**config.mk**
```make
export PLATFORM = sky130hd
export DESIGN_NAME = glp_ctrl
export DESIGN_NICKNAME = d
export VERILOG_FILES = /design/src/rtl/core/glp_pkg.sv /design/src/rtl/core/glp_ctrl.sv
export SDC_FILE = /design/constraint.sdc
export NUM_CORES = 1
export LEC_CHECK = 0
export BUFFER_PORTS_ARGS = -buffer_cell sky130_fd_sc_hd__buf_2
export CAP_MARGIN = 25
export CORE_UTILIZATION = 61
export DETAILED_ROUTE_END_ITERATION = 6
export PLACE_DENSITY = 0.85
export SLEW_MARGIN = 15
export SYNTH_ARGS = -nofsm -noshare
export SYNTH_HDL_FRONTEND = slang
export SYNTH_SLANG_ARGS = --single-unit
```
**constraint.sdc**
```tcl
create_clock -name clk -period 2.19 [get_ports clk]
set_input_delay 0.219 -clock clk [delete_from_list [all_inputs] [get_ports clk]]
set_output_delay 0.219 -clock clk [all_outputs]
set_load 0.02 [all_outputs]
```
**src/rtl/core/glp_pkg.sv**
```systemverilog
package glp_pkg;

    localparam int NODES_MAX     = 1024;
    localparam int NEIGHBORS_MAX = 8192;
    localparam int NODE_W        = 10;
    localparam int SLOT_W        = 13;
    localparam int VALUE_W       = 14;
    localparam int COUNT_W       = 14;
    localparam int NCNT_W        = 11;
    localparam int ROUND_W       = 16;
    localparam int LFSR_W        = 32;
    localparam logic [LFSR_W-1:0] LFSR_TAPS = 32'h8020_0003;

    localparam logic [1:0] OP_OFFSET   = 2'd0;
    localparam logic [1:0] OP_NEIGHBOR = 2'd1;
    localparam logic [1:0] OP_RUN      = 2'd2;
    localparam logic [1:0] OP_READ     = 2'd3;

    localparam logic [1:0] ST_ACCEPTED  = 2'd0;
    localparam logic [1:0] ST_CONVERGED = 2'd1;
    localparam logic [1:0] ST_LIMIT     = 2'd2;

    localparam logic [1:0] REG_NODE_COUNT   = 2'd0;
    localparam logic [1:0] REG_SHUFFLE_SEED = 2'd1;
    localparam logic [1:0] REG_ROUND_LIMIT  = 2'd2;

    typedef struct packed {
        logic [1:0]         op;
        logic [SLOT_W-1:0]  index;
        logic [VALUE_W-1:0] value;
    } glp_req_t;

    typedef struct packed {
        logic [NODE_W-1:0]  label;
        logic [1:0]         status;
        logic [ROUND_W-1:0] rounds_taken;
    } glp_rsp_t;

    typedef enum logic [4:0] {
        CMD_NONE,
        CMD_ACCEPT,
        CMD_RD_OUT,
        CMD_RUN_START,
        CMD_INIT_WR,
        CMD_CHK_START,
        CMD_DONE_CONV,
        CMD_DONE_LIM,
        CMD_ORD_RD,
        CMD_ND_LOAD,
        CMD_M_ES0,
        CMD_M_ES1,
        CMD_M_HI,
        CMD_NB_RD,
        CMD_LAB_RD,
        CMD_C_CLR,
        CMD_CNT_START,
        CMD_P_CNT,
        CMD_P_INC,
        CMD_CK_LAB,
        CMD_I_INC,
        CMD_SH_START,
        CMD_SH_STEP,
        CMD_DIV_GO,
        CMD_DIV_TAKE,
        CMD_SW_RA,
        CMD_SW_RB,
        CMD_SW_W1,
        CMD_SW_W2,
        CMD_UPD_START,
        CMD_UPD_WR,
        CMD_ROUND_END
    } glp_cmd_t;

    typedef struct packed {
        logic i_at_n;
        logic i_zero;
        logic k_done;
        logic mismatch;
        logic limit_hit;
        logic div_done;
    } glp_stat_t;

endpackage

```
**src/rtl/core/glp_ctrl.sv**
```systemverilog
module glp_ctrl (
    input  logic               clk,
    input  logic               rst_n,
    input  logic               req_valid,
    input  logic [1:0]         req_op,
    output logic               req_ready,
    output logic               rsp_valid,
    input  logic               rsp_ready,
    input  glp_pkg::glp_stat_t stat,
    output glp_pkg::glp_cmd_t  cmd
);
    import glp_pkg::*;

    typedef enum logic [4:0] {
        S_IDLE, S_RD, S_INIT, S_CHK, S_ND, S_M0, S_M1, S_M2,
        S_C0, S_C1, S_C2, S_P0, S_P1, S_P2, S_P3, S_CL, S_CC,
        S_LIM, S_SH, S_SD0, S_SDW, S_SA, S_SB, S_SW1, S_SW2, S_UO, S_UW
    } state_t;

    state_t state_reg;
    state_t state_next;
    logic   ret_chk_reg;
    logic   ret_chk_next;
    logic   rsp_valid_reg;
    logic   rsp_valid_next;
    logic   accept;

    assign req_ready = (state_reg == S_IDLE) && (!rsp_valid_reg || rsp_ready);
    assign accept    = req_valid && req_ready;
    assign rsp_valid = rsp_valid_reg;

    always_comb
    begin
        state_next     = state_reg;
        ret_chk_next   = ret_chk_reg;
        rsp_valid_next = rsp_valid_reg && !rsp_ready;
        cmd            = CMD_NONE;
        case (state_reg)
            S_IDLE:
            begin
                if (accept)
                begin
                    cmd = CMD_ACCEPT;
                    case (req_op)
                        OP_RUN:
                        begin
                            cmd        = CMD_RUN_START;
                            state_next = S_INIT;
                        end
                        OP_READ: state_next = S_RD;
                        default: rsp_valid_next = 1'b1;
                    endcase
                end
            end
            S_RD:
            begin
                cmd            = CMD_RD_OUT;
                rsp_valid_next = 1'b1;
                state_next     = S_IDLE;
            end
            S_INIT:
            begin
                if (stat.i_at_n)
                begin
                    cmd        = CMD_CHK_START;
                    state_next = S_CHK;
                end
                else
                begin
                    cmd = CMD_INIT_WR;
                end
            end
            S_CHK:
            begin
                if (stat.i_at_n)
                begin
                    cmd            = CMD_DONE_CONV;
                    rsp_valid_next = 1'b1;
                    state_next     = S_IDLE;
                end
                else
                begin
                    cmd          = CMD_ORD_RD;
                    ret_chk_next = 1'b1;
                    state_next   = S_ND;
                end
            end
            S_ND:
            begin
                cmd        = CMD_ND_LOAD;
                state_next = S_M0;
            end
            S_M0:
            begin
                cmd        = CMD_M_ES0;
                state_next = S_M1;
            end
            S_M1:
            begin
                cmd        = CMD_M_ES1;
                state_next = S_M2;
            end
            S_M2:
            begin
                cmd        = CMD_M_HI;
                state_next = S_C0;
            end
            S_C0:
            begin
                if (stat.k_done)
                begin
                    cmd        = CMD_CNT_START;
                    state_next = S_P0;
                end
                else
                begin
                    cmd        = CMD_NB_RD;
                    state_next = S_C1;
                end
            end
            S_C1:
            begin
                cmd        = CMD_LAB_RD;
                state_next = S_C2;
            end
            S_C2:
            begin
                cmd        = CMD_C_CLR;
                state_next = S_C0;
            end
            S_P0:
            begin
                if (stat.k_done)
                begin
                    state_next = ret_chk_reg ? S_CL : S_UW;
                end
                else
                begin
                    cmd        = CMD_NB_RD;
                    state_next = S_P1;
                end
            end
            S_P1:
            begin
                cmd        = CMD_LAB_RD;
                state_next = S_P2;
            end
            S_P2:
            begin
                cmd        = CMD_P_CNT;
                state_next = S_P3;
            end
            S_P3:
            begin
                cmd        = CMD_P_INC;
                state_next = S_P0;
            end
            S_CL:
            begin
                cmd        = CMD_CK_LAB;
                state_next = S_CC;
            end
            S_CC:
            begin
                if (stat.mismatch)
                begin
                    state_next = S_LIM;
                end
                else
                begin
                    cmd        = CMD_I_INC;
                    state_next = S_CHK;
                end
            end
            S_LIM:
            begin
                if (stat.limit_hit)
                begin
                    cmd            = CMD_DONE_LIM;
                    rsp_valid_next = 1'b1;
                    state_next     = S_IDLE;
                end
                else
                begin
                    cmd        = CMD_SH_START;
                    state_next = S_SH;
                end
            end
            S_SH:
            begin
                if (stat.i_zero)
                begin
                    cmd        = CMD_UPD_START;
                    state_next = S_UO;
                end
                else
                begin
                    cmd        = CMD_SH_STEP;
                    state_next = S_SD0;
                end
            end
            S_SD0:
            begin
                cmd        = CMD_DIV_GO;
                state_next = S_SDW;
            end
            S_SDW:
            begin
                if (stat.div_done)
                begin
                    cmd        = CMD_DIV_TAKE;
                    state_next = S_SA;
                end
            end
            S_SA:
            begin
                cmd        = CMD_SW_RA;
                state_next = S_SB;
            end
            S_SB:
            begin
                cmd        = CMD_SW_RB;
                state_next = S_SW1;
            end
            S_SW1:
            begin
                cmd        = CMD_SW_W1;
                state_next = S_SW2;
            end
            S_SW2:
            begin
                cmd        = CMD_SW_W2;
                state_next = S_SH;
            end
            S_UO:
            begin
                if (stat.i_at_n)
                begin
                    cmd        = CMD_ROUND_END;
                    state_next = S_CHK;
                end
                else
                begin
                    cmd          = CMD_ORD_RD;
                    ret_chk_next = 1'b0;
                    state_next   = S_ND;
                end
            end
            S_UW:
            begin
                cmd        = CMD_UPD_WR;
                state_next = S_UO;
            end
            default:
            begin
                state_next = S_IDLE;
            end
        endcase
    end

    always_ff @(posedge clk or negedge rst_n)
    begin
        if (!rst_n)
        begin
            state_reg     <= S_IDLE;
            ret_chk_reg   <= 1'b0;
            rsp_valid_reg <= 1'b0;
        end
        else
        begin
            state_reg     <= state_next;
            ret_chk_reg   <= ret_chk_next;
            rsp_valid_reg <= rsp_valid_next;
        end
    end

endmodule
```
# Word-level counts from Yosys, hierarchy flattened
# Index checks and enable logic that the tools add are counted.
classes:
  eq_ne: 34
  muxes: 33
  n_reduce_logical: 13
op_table:
  columns: ["operator", "n"]
  rows:
  - ["$pmux 5 s26", 1]
  - ["$pmux 5 s25", 1]
  - ["$mux 5", 12]
  - ["$eq 5x5->1 const B", 11]
  - ["$eq 5x4->1 const B", 8]
  - ["$eq 5x3->1 const B", 4]
  - ["$mux 4", 4]
  - ["$eq 5x2->1 const B", 2]
  - ["$ne 2x2->1 const B", 5]
  - ["$pmux 5 s2", 1]
  - ["$mux 1", 7]
  - ["$mux 2", 3]
  - ["$mux 3", 2]
  - ["$reduce_or 2->1", 3]
  - ["$eq 5x1->1 const B", 1]
  - ["$logic_not 5->1", 1]
  - ["$eq 2x2->1 const B", 2]
  - ["$pmux 1 s4", 1]
  - ["$reduce_and 4->1", 1]
  - ["$logic_and 1x1->1", 3]
  - ["$ne 3x1->1 const B", 1]
  - ["$reduce_and 3->1", 1]
  - ["$logic_not 1->1", 2]
  - ["$pmux 1 s2", 1]
  - ["other kinds (2)", 2]
totals:
  regBits: 7
  input_bits: 12
  output_inout_bits: 7

# Logic depth before layout (Yosys ltp)
logic_depth:
  word_depth: 6
  mapped_depth: 7
  mapped_depth_nobuf: 5

# Worst setup path after synthesis
# OpenSTA, ideal clock, no wires.
synth_path:
  path_kind: "reg2out"
  startpoint: "register state_reg[2]"
  endpoint: "output port cmd[2]"
  arrival_time_ns: 1.611
  required_ns: 1.971
  setup_slack_ns: 0.360
  path_stages_with_launch: 5
  cell_sequence: "dfrtp_1 buf_6 buf_8 nor2_1 o311ai_0"
synth_via:
  elab_chain_cells: 3
  word_cells_on_any_way: 29
  cone_classes: "eq/ne: 26; mux: 1; reduce/logical: 2"
synth_rtl:
  columns: ["element", "line_no", "source"]
  rows:
  - ["from (decl)", "glp_ctrl.sv:20", "state_t state_reg;"]
  - ["from (signal assigned)", "glp_ctrl.sv:271", "state_reg <= state_next;"]
  - ["$eq 5x4->1", "glp_ctrl.sv:38", "case (state_reg)"]
  - ["$reduce_or 2->1 (no line)", null, null]
  - ["$pmux 5 s26 (*)", "glp_ctrl.sv:38", null]
  - ["to (decl)", "glp_ctrl.sv:10", "output glp_pkg::glp_cmd_t cmd"]
# Every way passes the cells marked *; elsewhere a longest branch is shown, timed or not.

# Final worst setup path
layout_path:
  startpoint: "register state_reg[4]"
  endpoint: "output port cmd[4]"
# Same word-level chain as after synthesis.

==> flow_summary.toml <==
[outcome]
status = "finished with violations"
violations = "setup timing"

[timing]
setup_viol = 3
holdWs_ns = 0.325
period_share_pct = 102
max_clock_freq_ghz = 0.448
final_hold_viol_count = 0
tightest_slew_ns = 0.361
fin_ws_ns = -0.0440
rsz0062_at_grt = "true"
period_needed_ns = 2.23
finClkSkew_ns = 0.0146
relSlewSlack_pct = 75.9
drv_slew = 0

[clock_network]
path_clk_slew_ns = 0.07
cts_buffers = 3
cts_htree_levels = 1
clock_latency_ns = 0.27
cts_sinks = 7
cts_buffer_depth = 2
cts-root-buf = "clkbuf_4"
cts_tree = "done"

[drt]
wl_um = 5280
wl_per_cell_um = 22.7
route.detailed.drc = 0
via_count = 1809
drt_first_pass_iters = 5
drt_iter0_drc = 193
via_per_inst = 7.76
drtAntennaViolNets = 0

[worst_setup_path]
critPathLaunchType = "flip-flop"
critPathKind = "flip-flop to output port"
cp_max_fo = 6
endpoint_kind = "output port"
crit_family = "simple AND/OR/NAND/NOR gates"
crit_required_ns = 1.97
slowest_delay_ns = 0.44
path_buf_inv = 2
crit_chain = "buf_6, and2b_2, a2bb2oi_1, nor3_1, a31oi_1, o221ai_1, buf_2"
slowest_stage = "dfrtp_2"
crit_arrival_ns = 2.02

[synthesis]
synthFlopType = "dfrtp_1"
post-synth-top-area-fraction_pct = 14.3
synth_edf_count = 0
post-synth-top-area-cell = "dfrtp_1"
syn-instance-count = 171
avgSynthCellArea_sq_um = 7.19
yosysUniqueCellTypes = 59
ys_ff_latch = 7
ys_async_sr_fraction_pct = 100
syn_nets = 183
syn_area_sq_mm = 0.00123
ys_seq_area_share_pct = 14.3
ys_top_cells_by_area = "dfrtp_1 14%, a21oi_1 6.5%, nand2_1 6.4%, o21ai_0 5.7%, nor2_1 4.3%"
yosysWarnings = 0

[run]
cap_viol_max_count = 0

[floorplanning]
ios = 19
dieWidth_um = 46.9
core_region_area_sq_mm = 0.00180
die_h_um = 46.9
start_util_pct = 68.2
dieArea_sq_mm = 0.00220
num_rows = 15

[cells_and_area]
multiInputGateArea_sq_um = 945
n_antenna_cell = 0
fillers = 105
drive_above_1_share_pct = 36.1
seqCellArea_sq_um = 181
syn2layout_area_growth_pct = 27.0
final_nets = 221
largest_reg_flops = 5
finish.instance_area_sq_mm = 0.00156

[power]
switchingPower_uw = 1650
p_int_uw = 1280
comb_power_share_pct = 84.5
p_leak_uw = 0.000661
p_seq_share_pct = 11.1
p_clk_share_pct = 4.4
ir_worst_vdd_mv = 1.37
p_sw_share_pct = 56.4
power_per_cell_area_mw_per_mm2 = 1880

[global_route]
overflow = 0
grt_pass1_vias = 1399
grt_use_total_pct = 44.3
antenna_found_initial = 0
grt_start_max_net_pins = 15
grt_pass1_wl_um = 6850

[placement]
place_area_sq_mm = 0.00135
gp_congestion = 0.996
hpwl_um = 2880
placement.io_buffers = 18

[hold_path]
min_path_type = "input pin to asynchronous set/reset pin"
==> worst register-to-register path: cells and delay by family (launching register included) <==
kind | cells | cell delay (ns)
AOI/OAI and AO/OA | 4 | 0.81
buffers and inverters | 1 | 0.21
DFF | 1 | 0.49
and+or+nand+nor | 1 | 0.22
==> logic make-up (layout without fill, tap and decap cells) <==
logic type	count (synthesis)	in the layout	share of synthesized area, %
compound gates	76	76	45.8
xor+xnor	1	1	0.713
buf+inv	24	61	11.2
flops	7	7	14.3
mux	2	2	1.63
simple gates	61	61	26.4
==> metrics by stage <==
stage / std cells / TNS [ns] / util (%) / setup slack (ns) / power [uW]
after floorplan: 171 / 0 / - / 0.360 / 1770
after global placement: 213 / 0 / 75.0 / 0.290 / 2190
after detailed placement: 213 / 0 / 75.0 / 0.237 / 2230
after CTS: 222 / 0 / 78.9 / 0.0231 / 2420
after global routing: 233 / -0.283 / 86.6 / -0.168 / 3060
final: 233 / -0.123 / 86.6 / -0.0440 / 2930
==> power by group through the flow <==
stage | registers, uW | logic, uW | clock network (uW)
CTS | 326 | 1970 | 125
floorplan | 231 | 1540 | 0
detailed placement | 344 | 1890 | 0
finish | 324 | 2480 | 129
global placement | 339 | 1850 | 0
global route | 322 | 2600 | 136
==> what timing repair did <==
action                                  CTS  global route
resized for setup                         3            12
pin swaps                                 0             5
hold endpoints to repair                  7             0
buffers inserted                          4            11
hold buffers                              1             0
endpoints found under the setup margin    2             5
==> layout by cell type (no fill, tap or decap), drive strengths merged, types with 2 or more instances in the layout <==
cell type / instances
buf: 47
nand2: 22
a21oi: 16
nor2: 15
o21ai: 15
inv: 8
nand2b: 8
dfrtp: 7
o211ai: 5
nor3: 4
a211oi: 4
clkbuf: 4
a2bb2oi: 3
o221ai: 3
o22ai: 3
nor2b: 3
o32ai: 3
a31oi: 2
mux2i: 2
a32oi: 2
o2bb2ai: 2
a22oi: 2
a221o: 2
and2b: 2
a311oi: 2
or2: 2
nor4: 2
==> cell usage after synthesis, types with 3 or more instances <==
cell type   n
a211oi_1    3
a21oi_1    16
a2bb2oi_1   3
buf_2       8
buf_6       3
dfrtp_1     7
inv_1       7
nand2_1    21
nand2b_1    7
nor2_1     14
nor3_1      3
o211ai_1    5
o21ai_0    14
o221ai_1    3
o22ai_1     3
==> worst paths after layout <==
path	from	end	slack (ns)	depth (start not counted)
min reg2reg	ret_chk_reg$_DFFE_PN0P_	ret_chk_reg$_DFFE_PN0P_	0.70	2
max in group asynchronous	rst_n	state_reg[0]$_DFFE_PN0P_	1.66	2
min	rst_n	state_reg[4]$_DFFE_PN0P_	0.32	2
max	state_reg[4]$_DFFE_PN0P_	cmd[4]	-0.04	7
min in group clk	rsp_ready	rsp_valid$_DFF_PN0_	0.37	3
max reg2reg	state_reg[2]$_DFFE_PN0P_	state_reg[1]$_DFFE_PN0P_	0.32	6
==> routing by layer <==
layer	share of wire [%]	GRT usage [%]	wire, um
met1	33	55.8	1760
met2	43	70.0	2260
met3	15	11.9	789
met4	8.8	21.7	463
met5	0	0	0
==> cell type report <==
class / count / area share, %
Sequential cell: 7 / 11.6
Clock buffer: 4 / 1.68
Timing Repair Buffer: 48 / 21.7
Multi-Input combinational cell: 140 / 60.5
Inverter: 9 / 2.41
Tap cell: 25 / 2.00
Power figures use the tool's default switching activity.
